--- src/rtl/core/utf8d_pkg.sv ---
// ----------------------------------------------------------------------------
// utf8d_pkg
// Shared types, codes and helpers for the utf-8 stream decoder.
// ----------------------------------------------------------------------------
package utf8d_pkg;

    localparam logic [20:0] REPLACEMENT_CHAR = 21'h00FFFD;
    localparam logic [20:0] SURROGATE_LO     = 21'h00D800;
    localparam logic [20:0] SURROGATE_HI     = 21'h00DFFF;
    localparam int unsigned PAYLOAD_SHIFT    = 6;

    // byte classes
    localparam logic [2:0] CLS_CONT  = 3'd0;
    localparam logic [2:0] CLS_ASCII = 3'd1;
    localparam logic [2:0] CLS_LEAD2 = 3'd2;
    localparam logic [2:0] CLS_LEAD3 = 3'd3;
    localparam logic [2:0] CLS_LEAD4 = 3'd4;
    localparam logic [2:0] CLS_BAD   = 3'd5;

    // main action of a queued op
    localparam logic [1:0] KIND_NONE  = 2'd0;
    localparam logic [1:0] KIND_ASCII = 2'd1;
    localparam logic [1:0] KIND_BAD   = 2'd2;
    localparam logic [1:0] KIND_DONE  = 2'd3;

    typedef struct packed {
        logic        has_cut;
        logic [2:0]  cut_len;
        logic [1:0]  kind;
        logic [20:0] value;
        logic [2:0]  len;
    } utf8d_op_t;

    function automatic logic [2:0] byte_class(input logic [7:0] b);
        logic [2:0] cls;
        if (b[7:6] == 2'b10)
            cls = CLS_CONT;
        else if (b[7] == 1'b0)
            cls = CLS_ASCII;
        else if (b[7:5] == 3'b110)
            cls = CLS_LEAD2;
        else if (b[7:4] == 4'b1110)
            cls = CLS_LEAD3;
        else if (b[7:3] == 5'b11110)
            cls = CLS_LEAD4;
        else
            cls = CLS_BAD;
        return cls;
    endfunction

    function automatic logic cp_in_range(input logic [20:0] v, input logic [2:0] len);
        logic [20:0] lo;
        logic [20:0] hi;
        case (len)
            3'd1:
            begin
                lo = 21'h000000;
                hi = 21'h00007F;
            end
            3'd2:
            begin
                lo = 21'h000080;
                hi = 21'h0007FF;
            end
            3'd3:
            begin
                lo = 21'h000800;
                hi = 21'h00FFFF;
            end
            3'd4:
            begin
                lo = 21'h010000;
                hi = 21'h10FFFF;
            end
            default:
            begin
                lo = 21'h000000;
                hi = 21'h10FFFF;
            end
        endcase
        return (v >= lo) && (v <= hi) && !((v >= SURROGATE_LO) && (v <= SURROGATE_HI));
    endfunction

endpackage

--- src/rtl/core/utf8d_front.sv ---
// ----------------------------------------------------------------------------
// utf8d_front
// Classifies each byte, tracks the open sequence and emits one op per byte
// that yields results.
// ----------------------------------------------------------------------------
module utf8d_front
    import utf8d_pkg::*;
(
    input  logic        clk,
    input  logic        rst_n,
    input  logic        accept,
    input  logic [7:0]  byte_in,
    output logic        push,
    output utf8d_op_t   op
);

    logic [20:0] partial_reg;
    logic [20:0] partial_next;
    logic [2:0]  expected_reg;
    logic [2:0]  expected_next;
    logic [2:0]  seen_reg;
    logic [2:0]  seen_next;

    logic [2:0]  cls;
    logic [20:0] shifted;
    logic [2:0]  seen_inc;
    logic        handled;

    assign cls      = byte_class(byte_in);
    assign shifted  = {partial_reg[20-PAYLOAD_SHIFT:0], byte_in[5:0]};
    assign seen_inc = seen_reg + 3'd1;

    always_comb
    begin
        op            = '0;
        push          = 1'b0;
        handled       = 1'b0;
        partial_next  = partial_reg;
        expected_next = expected_reg;
        seen_next     = seen_reg;
        if (accept)
        begin
            if (expected_reg != 3'd0)
            begin
                if (cls == CLS_CONT)
                begin
                    handled = 1'b1;
                    if (seen_inc >= expected_reg)
                    begin
                        op.kind       = KIND_DONE;
                        op.value      = shifted;
                        op.len        = expected_reg;
                        push          = 1'b1;
                        partial_next  = '0;
                        expected_next = '0;
                        seen_next     = '0;
                    end
                    else
                    begin
                        partial_next = shifted;
                        seen_next    = seen_inc;
                    end
                end
                else
                begin
                    // sequence cut off, the byte is then handled afresh
                    op.has_cut    = 1'b1;
                    op.cut_len    = seen_reg;
                    push          = 1'b1;
                    partial_next  = '0;
                    expected_next = '0;
                    seen_next     = '0;
                end
            end
            if (!handled)
            begin
                case (cls)
                    CLS_ASCII:
                    begin
                        op.kind  = KIND_ASCII;
                        op.value = {13'd0, byte_in};
                        push     = 1'b1;
                    end
                    CLS_CONT, CLS_BAD:
                    begin
                        op.kind = KIND_BAD;
                        push    = 1'b1;
                    end
                    default:
                    begin
                        partial_next  = {13'd0, byte_in & (8'h7F >> cls)};
                        expected_next = cls;
                        seen_next     = 3'd1;
                    end
                endcase
            end
        end
    end

    always_ff @(posedge clk or negedge rst_n)
    begin
        if (!rst_n)
        begin
            partial_reg  <= '0;
            expected_reg <= '0;
            seen_reg     <= '0;
        end
        else
        begin
            partial_reg  <= partial_next;
            expected_reg <= expected_next;
            seen_reg     <= seen_next;
        end
    end

endmodule

--- src/rtl/core/utf8d_queue.sv ---
// ----------------------------------------------------------------------------
// utf8d_queue
// Small op queue between the front and back parts.
// ----------------------------------------------------------------------------
module utf8d_queue
    import utf8d_pkg::*;
#(
    parameter int DEPTH = 4
)
(
    input  logic      clk,
    input  logic      rst_n,
    input  logic      push,
    input  utf8d_op_t push_op,
    output logic      full,
    input  logic      pop,
    output utf8d_op_t head,
    output logic      empty
);

    localparam int PTR_W = (DEPTH > 1) ? $clog2(DEPTH) : 1;
    localparam int CNT_W = $clog2(DEPTH + 1);
    localparam logic [PTR_W-1:0] LAST_PTR = PTR_W'(DEPTH - 1);
    localparam logic [CNT_W-1:0] FULL_CNT = CNT_W'(DEPTH);

    utf8d_op_t        entry_reg [DEPTH];
    logic [PTR_W-1:0] wr_ptr_reg;
    logic [PTR_W-1:0] wr_ptr_next;
    logic [PTR_W-1:0] rd_ptr_reg;
    logic [PTR_W-1:0] rd_ptr_next;
    logic [CNT_W-1:0] count_reg;
    logic [CNT_W-1:0] count_next;

    assign full  = (count_reg == FULL_CNT);
    assign empty = (count_reg == '0);
    assign head  = entry_reg[rd_ptr_reg];

    always_comb
    begin
        wr_ptr_next = wr_ptr_reg;
        rd_ptr_next = rd_ptr_reg;
        count_next  = count_reg;
        if (push)
            wr_ptr_next = (wr_ptr_reg == LAST_PTR) ? '0 : wr_ptr_reg + PTR_W'(1);
        if (pop)
            rd_ptr_next = (rd_ptr_reg == LAST_PTR) ? '0 : rd_ptr_reg + PTR_W'(1);
        if (push && !pop)
            count_next = count_reg + CNT_W'(1);
        else if (pop && !push)
            count_next = count_reg - CNT_W'(1);
    end

    always_ff @(posedge clk or negedge rst_n)
    begin
        if (!rst_n)
        begin
            wr_ptr_reg <= '0;
            rd_ptr_reg <= '0;
            count_reg  <= '0;
        end
        else
        begin
            wr_ptr_reg <= wr_ptr_next;
            rd_ptr_reg <= rd_ptr_next;
            count_reg  <= count_next;
        end
    end

    always_ff @(posedge clk)
    begin
        if (push)
            entry_reg[wr_ptr_reg] <= push_op;
    end

    a_no_push_full: assert property (@(posedge clk) disable iff (!rst_n)
        push |-> !full)
        else $error("op pushed into full queue");

    a_no_pop_empty: assert property (@(posedge clk) disable iff (!rst_n)
        pop |-> !empty)
        else $error("op popped from empty queue");

    a_count_bound: assert property (@(posedge clk) disable iff (!rst_n)
        count_reg <= FULL_CNT)
        else $error("queue count above depth");

endmodule

--- src/rtl/core/utf8d_back.sv ---
// ----------------------------------------------------------------------------
// utf8d_back
// Turns queued ops into result beats, range-checks finished sequences and
// holds the output register.
// ----------------------------------------------------------------------------
module utf8d_back
    import utf8d_pkg::*;
(
    input  logic        clk,
    input  logic        rst_n,
    input  logic        empty,
    input  utf8d_op_t   head,
    output logic        pop,
    output logic        result_valid,
    input  logic        result_stall,
    output logic [20:0] code_point,
    output logic [2:0]  bytes_used,
    output logic        valid_res,
    output logic        last
);

    logic        out_valid_reg;
    logic        out_valid_next;
    logic        cut_done_reg;
    logic        cut_done_next;
    logic [20:0] cp_reg;
    logic [2:0]  used_reg;
    logic        ok_reg;
    logic        last_reg;

    logic        load;
    logic [20:0] cp_next;
    logic [2:0]  used_next;
    logic        ok_next;
    logic        last_next;
    logic        in_range;

    assign load     = !out_valid_reg || !result_stall;
    assign in_range = cp_in_range(head.value, head.len);

    always_comb
    begin
        pop            = 1'b0;
        out_valid_next = out_valid_reg && result_stall;
        cut_done_next  = cut_done_reg;
        cp_next        = REPLACEMENT_CHAR;
        used_next      = 3'd1;
        ok_next        = 1'b0;
        last_next      = 1'b1;
        if (load && !empty)
        begin
            out_valid_next = 1'b1;
            if (head.has_cut && !cut_done_reg)
            begin
                // replacement for the cut-off bytes
                used_next = head.cut_len;
                last_next = (head.kind == KIND_NONE);
                if (head.kind == KIND_NONE)
                    pop = 1'b1;
                else
                    cut_done_next = 1'b1;
            end
            else
            begin
                pop           = 1'b1;
                cut_done_next = 1'b0;
                case (head.kind)
                    KIND_ASCII:
                    begin
                        cp_next = head.value;
                        ok_next = 1'b1;
                    end
                    KIND_DONE:
                    begin
                        used_next = head.len;
                        ok_next   = in_range;
                        cp_next   = in_range ? head.value : REPLACEMENT_CHAR;
                    end
                    default:
                    begin
                        cp_next = REPLACEMENT_CHAR;
                    end
                endcase
            end
        end
    end

    always_ff @(posedge clk or negedge rst_n)
    begin
        if (!rst_n)
        begin
            out_valid_reg <= 1'b0;
            cut_done_reg  <= 1'b0;
        end
        else
        begin
            out_valid_reg <= out_valid_next;
            cut_done_reg  <= cut_done_next;
        end
    end

    always_ff @(posedge clk)
    begin
        if (load && !empty)
        begin
            cp_reg   <= cp_next;
            used_reg <= used_next;
            ok_reg   <= ok_next;
            last_reg <= last_next;
        end
    end

    assign result_valid = out_valid_reg;
    assign code_point   = cp_reg;
    assign bytes_used   = used_reg;
    assign valid_res    = ok_reg;
    assign last         = last_reg;

    a_err_is_repl: assert property (@(posedge clk) disable iff (!rst_n)
        (out_valid_reg && !ok_reg) |-> (cp_reg == REPLACEMENT_CHAR))
        else $error("error beat without replacement char");

    a_used_range: assert property (@(posedge clk) disable iff (!rst_n)
        out_valid_reg |-> ((used_reg != 3'd0) && (used_reg <= 3'd4)))
        else $error("bytes_used out of range");

    a_cut_not_last: assert property (@(posedge clk) disable iff (!rst_n)
        cut_done_reg |-> (out_valid_reg && !last_reg && !ok_reg))
        else $error("pending second beat after a bad first beat");

endmodule

--- src/rtl/core/utf8_stream_decoder_top.sv ---
// ----------------------------------------------------------------------------
// utf8_stream_decoder_top
// Byte-at-a-time utf-8 decoder with replacement-char error handling.
// ----------------------------------------------------------------------------
// Takes one byte per cycle while the queue is not full and gives one result
// beat per cycle while result_stall is low. The front tracks the open
// sequence and queues one op per byte that yields anything; the back
// range-checks and drives the output register. A byte that cuts off an open
// sequence and is itself ascii or invalid yields two beats; a queue of
// QUEUE_DEPTH ops absorbs those bursts, and byte_stall rises only while it
// is full. Each op is registered in the queue and then in the output register.
module utf8_stream_decoder_top
    import utf8d_pkg::*;
#(
    parameter int QUEUE_DEPTH = 4
)
(
    input  logic        clk,
    input  logic        rst_n,
    input  logic        byte_valid,
    output logic        byte_stall,
    input  logic [7:0]  byte_in,
    output logic        result_valid,
    input  logic        result_stall,
    output logic [20:0] code_point,
    output logic [2:0]  bytes_used,
    output logic        valid_res,
    output logic        last
);

    logic      accept;
    logic      push;
    utf8d_op_t push_op;
    logic      full;
    logic      pop;
    utf8d_op_t head;
    logic      empty;

    assign byte_stall = full;
    assign accept     = byte_valid && !full;

    utf8d_front u_front (
        .clk     (clk),
        .rst_n   (rst_n),
        .accept  (accept),
        .byte_in (byte_in),
        .push    (push),
        .op      (push_op)
    );

    utf8d_queue #(
        .DEPTH (QUEUE_DEPTH)
    ) u_queue (
        .clk     (clk),
        .rst_n   (rst_n),
        .push    (push),
        .push_op (push_op),
        .full    (full),
        .pop     (pop),
        .head    (head),
        .empty   (empty)
    );

    utf8d_back u_back (
        .clk          (clk),
        .rst_n        (rst_n),
        .empty        (empty),
        .head         (head),
        .pop          (pop),
        .result_valid (result_valid),
        .result_stall (result_stall),
        .code_point   (code_point),
        .bytes_used   (bytes_used),
        .valid_res    (valid_res),
        .last         (last)
    );

endmodule

--- config.mk ---
export PLATFORM = sky130hd
export DESIGN_NAME = utf8_stream_decoder_top
export DESIGN_NICKNAME = d
export VERILOG_FILES = /design/src/rtl/core/utf8d_pkg.sv /design/src/rtl/core/utf8d_front.sv /design/src/rtl/core/utf8d_queue.sv /design/src/rtl/core/utf8d_back.sv /design/src/rtl/core/utf8_stream_decoder_top.sv
export SDC_FILE = /design/constraint.sdc
export NUM_CORES = 1
export LEC_CHECK = 0
export BUFFER_PORTS_ARGS = -buffer_cell sky130_fd_sc_hd__buf_2
export CORE_ASPECT_RATIO = 1.1
export CORE_MARGIN = 1.5
export CORE_UTILIZATION = 38
export DETAILED_ROUTE_END_ITERATION = 10
export MAX_ROUTING_LAYER = met4
export PLACE_DENSITY = 0.53
export SLEW_MARGIN = 0
export SYNTH_ARGS = -nofsm -noshare
export SYNTH_HDL_FRONTEND = slang
export SYNTH_HIERARCHICAL = 1
export SYNTH_SLANG_ARGS = --single-unit
--- constraint.sdc ---
create_clock -name clk -period 5.23 [get_ports clk]
set_input_delay 0.523 -clock clk [delete_from_list [all_inputs] [get_ports clk]]
set_output_delay 0.523 -clock clk [all_outputs]
set_load 0.1 [all_outputs]
## Yosys cells after proc, flatten, opt, wreduce, memory -nomap -nowiden

Memories as Yosys holds them, arrays and structs flattened.
Cells that the tools add are included.

| cells by class | value |
|---|---|
| bitwise gates (word level) | 1 |
| magnitude comparators | 5 |
| $add $sub $neg | 5 |
| equality and inequality tests | 16 |
| multiply operators | 0 |
| reduce and logical (&&, ||, !) cells | 26 |
| multiplexer cells | 56 |
| shift-type cells | 1 |
| divide/modulo/power cells | 0 |

Operators with widths:

| operator | number |
|---|---|
| 21-bit 2-to-1 mux | 7 |
| 21-bit case mux with 3 select lines | 1 |
| 30-bit 2-to-1 mux | 2 |
| 3-bit 2-to-1 mux | 18 |
| 26-bit 2-to-1 mux | 2 |
| 17-bit case mux with 3 select lines | 1 |
| 21-bit case mux with 2 select lines | 1 |
| 23-bit 2-to-1 mux | 1 |
| 21-bit by 16-bit >= comparator with 1-bit output, second input constant | 1 |
| 21-bit by 17-bit >= comparator with 1-bit output | 1 |
| 21-bit by 16-bit <= comparator with 1-bit output, second input constant | 1 |
| 21-bit <= comparator | 1 |
| 1-bit 2-to-1 mux | 18 |
| 3-bit == test, second input constant | 4 |
| 1-bit logical AND | 9 |
| 8-bit bitwise AND | 1 |
| 2-bit == test, second input constant | 4 |
| 1-bit logical NOT | 8 |
| 7-bit by 3-bit >> shifter with 8-bit output, first input constant | 1 |
| 3-bit by 1-bit adder with 3-bit output, second input constant | 2 |
| 3-bit by 1-bit == test with 1-bit output, second input constant | 2 |
| 3-bit by 2-bit == test with 1-bit output, second input constant | 2 |
| 3-bit logical NOT | 2 |
| 5-bit == test, second input constant | 1 |
| other kinds (17) | 19 |

| storage, ports and cells | value |
|---|---|
| bits in latches | 0 |
| register bits after elaboration | 62 |
| memory bits (writable) | 120 |
| input bits | 12 |
| bits in read-only memories | 0 |
| logic and storage cells | 123 |
| memories | 1 |
| output and inout bits | 28 |

Memories:

| memory | depth | bits a word | read ports | clocked after memory_dff | write ports | line | RTL |
|---|---|---|---|---|---|---|---|
| u_queue.entry_reg | 4 | 30 | 1 | 0 | 1 | utf8d_queue.sv:26 | `utf8d_op_t entry_reg [DEPTH];` |

## Depth between registers and ports, before layout

| logic depth | value |
|---|---|
| word-level depth | 16 |
| gate-level depth with buffers | 13 |
| gate-level depth less buffers | 13 |

## By module

The synthesis kept the hierarchy.

By module, submodules not included:

| module | instances | area each (um^2) | cells an instance |
|---|---|---|---|
| utf8d_queue | 1 | 4785.8 | 194 |
| utf8d_back | 1 | 1547.7 | 143 |
| utf8d_front | 1 | 1310.0 | 128 |
| utf8_stream_decoder_top | 1 | 13.8 | 1 |

## Worst setup path before layout

Ideal clock, no wire load.

| timing path | value |
|---|---|
| path kind | flip-flop to flip-flop |
| start point | register u_queue.count_reg[0] |
| end point | register u_queue.count_reg[1] |
| buffers on the path | 0 |
| path slack | 785 ps |
| data arrival time | 4320 ps |
| required time | 5105 ps |
| cell stages (with the launch flop) | 9 |
| cells stage by stage | dfrtp_1 > nor3b_1 > nor2b_4 > inv_1 > a211oi_1 > ha_1 > inv_1 > fa_1 > mux2_2 |

| on the way | value |
|---|---|
| elaborated cells on any way between the ends | 17 |
| classes of those cells | 2 x add/sub; 1 x eq/ne; 4 x mux; 10 x reduce/logical |

RTL lines:

| element | line | RTL |
|---|---|---|
| start, declared | utf8d_queue.sv:31 | `logic [CNT_W-1:0] count_reg;` |
| start signal, assigned | utf8d_queue.sv:65 | `count_reg <= count_next;` |
| 3-bit == test | utf8d_queue.sv:34 | `assign full = (count_reg == FULL_CNT);` |
| net byte_stall | utf8_stream_decoder_top.sv:21 | `output logic byte_stall,` |
| 1-bit logical NOT | utf8_stream_decoder_top.sv:40 | `assign accept = byte_valid && !full;` |
| 1-bit logical AND | utf8_stream_decoder_top.sv:40 |  |
| net accept | utf8_stream_decoder_top.sv:31 | `logic accept;` |
| 1-bit 2-to-1 mux | utf8d_front.sv:41 | `if (accept)` |
| net push | utf8_stream_decoder_top.sv:32 | `logic push;` |
| 1-bit logical AND | utf8d_queue.sv:47 | `if (push && !pop)` |
| 3-bit 2-to-1 mux | utf8d_queue.sv:47 |  |
| net u_queue.count_next[1] | utf8d_queue.sv:32 | `logic [CNT_W-1:0] count_next;` |

The timed path passes the listed nets, and every way through them passes these cells. The select of a mux whose other input is x is not followed.
A chain may end at the register's enable or synchronous reset.

==> impl_metrics.ini <==
[die]
die_w_um = 138
core_area_um2 = 19800
dieArea_um2 = 21000
io_pins = 40
die_h_um = 152
fp-row-count = 54
initial_utilization_pct = 38.7

[place]
dpl_cell_area_um2 = 8070
pre_cts_slack_ps = 1510
dp_hpwl_mm = 10.4
gp_congestion = 0.760
io_buffers = 39

[synthesis]
synth_top_area_share_pct = 57.3
ys_types = 67
yosys-top-cells-count = 146 x edfxtp_1, 30 x dfrtp_1, 28 x mux4_2
synth-async-reset-ratio_pct = 17.0
synthSimpleGateAreaFrac_pct = 10.3
synth.most_common_cell = edfxtp_1
synth_nets = 497
synth_compound_area_share_pct = 6.58
post_synth_fa_ha_maj_area_fraction_pct = 3.20
syn-cell-area_um2 = 7660
synth_ff_type = edfxtp_1
synthMuxAreaShare_pct = 9.49
netlist_instances = 466
synth_top_cell_by_area = edfxtp_1
synthXorXnorAreaFrac_pct = 0.572
synth_seq_cells = 176
synth_seq_area_share_pct = 67.1
synth-edff-count = 146
synth_top_family_by_area = simple AND/OR/NAND/NOR gates
synth_area_leaders = edfxtp_1 57%, dfrtp_1 9.8%, mux4_2 8.2%, ha_1 2.9%, and3_1 1.7%
syn_area_per_cell_um2 = 16.4
ys_warn_count = 6

[cells_and_area]
fillers = 1795
n_antenna_cell = 0
fin_area_um2 = 8640
area_delta_synth_final_pct = 12.8
fin_nets = 543
largest_reg_flops = 120
drive_gt1_share_pct = 26.7

[drt]
drt_wl_total_mm = 15.3
drt_iter0_markers = 320
via_per_inst = 5.49
routed.top_layer = met4
drc = 0
vias = 4263
drt_pass1_iterations = 5
drtAntennaViolNets = 0
wl_met1_mm = 6.89
wl_met3_um = 812
routed-wl-met2_mm = 7.39
wl_per_cell_um = 19.7

[timing]
max_slew_margin_pct = 29.5
fin_worst_skew_ps = 12.2
max_freq_mhz = 267
drv_slew = 0
worstMarginPinSlew_ps = 1050
postLayoutSetupSlackWorst_ps = 1480
hold_viol = 0
min_period_over_period_pct = 71.7
setup_viol_count_final = 0
finalSetupTns_ps = 0
period_minus_slack_ps = 3750
grt_setup_unrepaired = no

[cts]
clock_latency_ps = 420
cts_setup_buffers = 0
cts_tree = done
cts-resized-gates = 0
htreeDepth = 4
hold_buffers = 0
numCtsBuffers = 17
cts_buffer_depth = 2
cts.sinks = 176
clk_pin_slew_ps = 60
cts_root_buf = clkbuf_16

[grt]
grt_pass1_vias = 4365
grt_pass1_wl_mm = 24.7
antenna_found_initial = 0
overflow = 0
grt_util_all_layers_pct = 15.8
grt_max_degree = 31

[setup_path]
critPathArrivalTime_ps = 3930
required_ps = 5410
cpPeakStageDelay_ps = 830
cp-start-kind = flop
critical_path.max_fanout = 22
worstPathCellList = mux4_2 -> nor3_1 -> ha_1 -> nand4_1 -> o31ai_1 -> a41oi_1 -> a211o_2 -> and4_1
end_kind = flop
path_class = reg -> reg
crit_slowest_cell = dfrtp_1

[pwr]
vdd_ir_drop_max_uv = 502
p_total_mw = 5.63
leakagePower_nw = 3.16
p_per_area_nw_per_um2 = 652

[run_status]
outcome = completed

[hold_path]
hp-class = in -> async

[flow_run]
drv_cap = 0
[stage by stage]
step           utilization (%)  instances  hold WS [ps]
2_1_floorplan                -        466           227
3_3_place_gp              40.8        745           475
3_5_place_dp              40.8        745           479
4_1_cts                   43.6        777           159
5_1_grt                   43.6        777           193
6_report                  43.6        777           149
[worst paths after layout]
path	depth (start not counted)	startpoint	end	slack [ps]
max reg2reg	8	u_queue/rd_ptr_reg[1]$_DFFE_PN0P_	u_back/code_point[16]$_SDFFCE_PP0P_	1480
min	1	rst_n	u_front/partial_reg[3]$_DFFE_PN0P_	150
max	8	u_queue/rd_ptr_reg[1]$_DFFE_PN0P_	u_back/code_point[16]$_SDFFCE_PP0P_	1480
max in group asynchronous	1	rst_n	u_queue/rd_ptr_reg[0]$_DFFE_PN0P_	4590
min in group clk	3	result_stall	u_back/result_valid$_DFF_PN0_	350
min reg2reg	1	u_front/partial_reg[13]$_DFFE_PN0P_	u_front/partial_reg[13]$_DFFE_PN0P_	500
[cell type report]
type / instances / area, um^2 / area share [%]
inverter: 14 / 52.6 / 0.608
tap: 252 / 315 / 3.65
sequential: 176 / 5140 / 59.4
timing repair buffer: 46 / 248 / 2.87
clock buffer: 21 / 450 / 5.21
multi-input combinational: 257 / 2320 / 26.9
clock inverter: 11 / 118 / 1.36
[cells by family after synthesis]
family          count (synthesis)
simple gates                  136
compound gates                 63
flops                         176
xor+xnor                        5
fa+ha+maj                      19
buf+inv                        33
mux                            34
[layer usage]
metal,track usage [%],vias to the layer above
li1,-,1946
met1,20.5,2185
met2,24.5,116
met3,4.03,16
met4,4.96,0
met5,-,-
[critical path: cells and delay by family (launching register included)]
kind / cells / cell delay [ps]
compound gates: 3 / 1000
fa+ha+maj: 1 / 210
flops: 1 / 830
mux: 1 / 560
simple gates: 3 / 910
[report_power, final]
group / leakage [nW] / internal (mW) / switching (mW)
sequential: 1.75 / 1.92 / 0.162
clock: 0.277 / 0.713 / 0.504
combinational: 1.13 / 0.673 / 1.66
total: 3.16 / 3.30 / 2.33
[placed cells by master, fill, tap and decap left out, types with 5 or more instances in the layout]
cell       netlist  final
nor2_1          24     24
a21oi_1          8      7
nand2_1         18     18
buf_4            3      7
buf_2            3     39
nor4_1           5      5
nand4_1          5      5
a22o_2          11     11
clkinv_2         0      5
and2_1          11     11
dfrtp_1         30     29
and3_2           8      8
edfxtp_1       146    146
o21ai_0          8      8
clkbuf_16        0     17
inv_1           14     14
a22o_1           5      5
and3_1          21     21
mux4_2          28     28
ha_1            18     18
nand3_1         17     17
No activity file was read; power rests on OpenSTA's default activity.
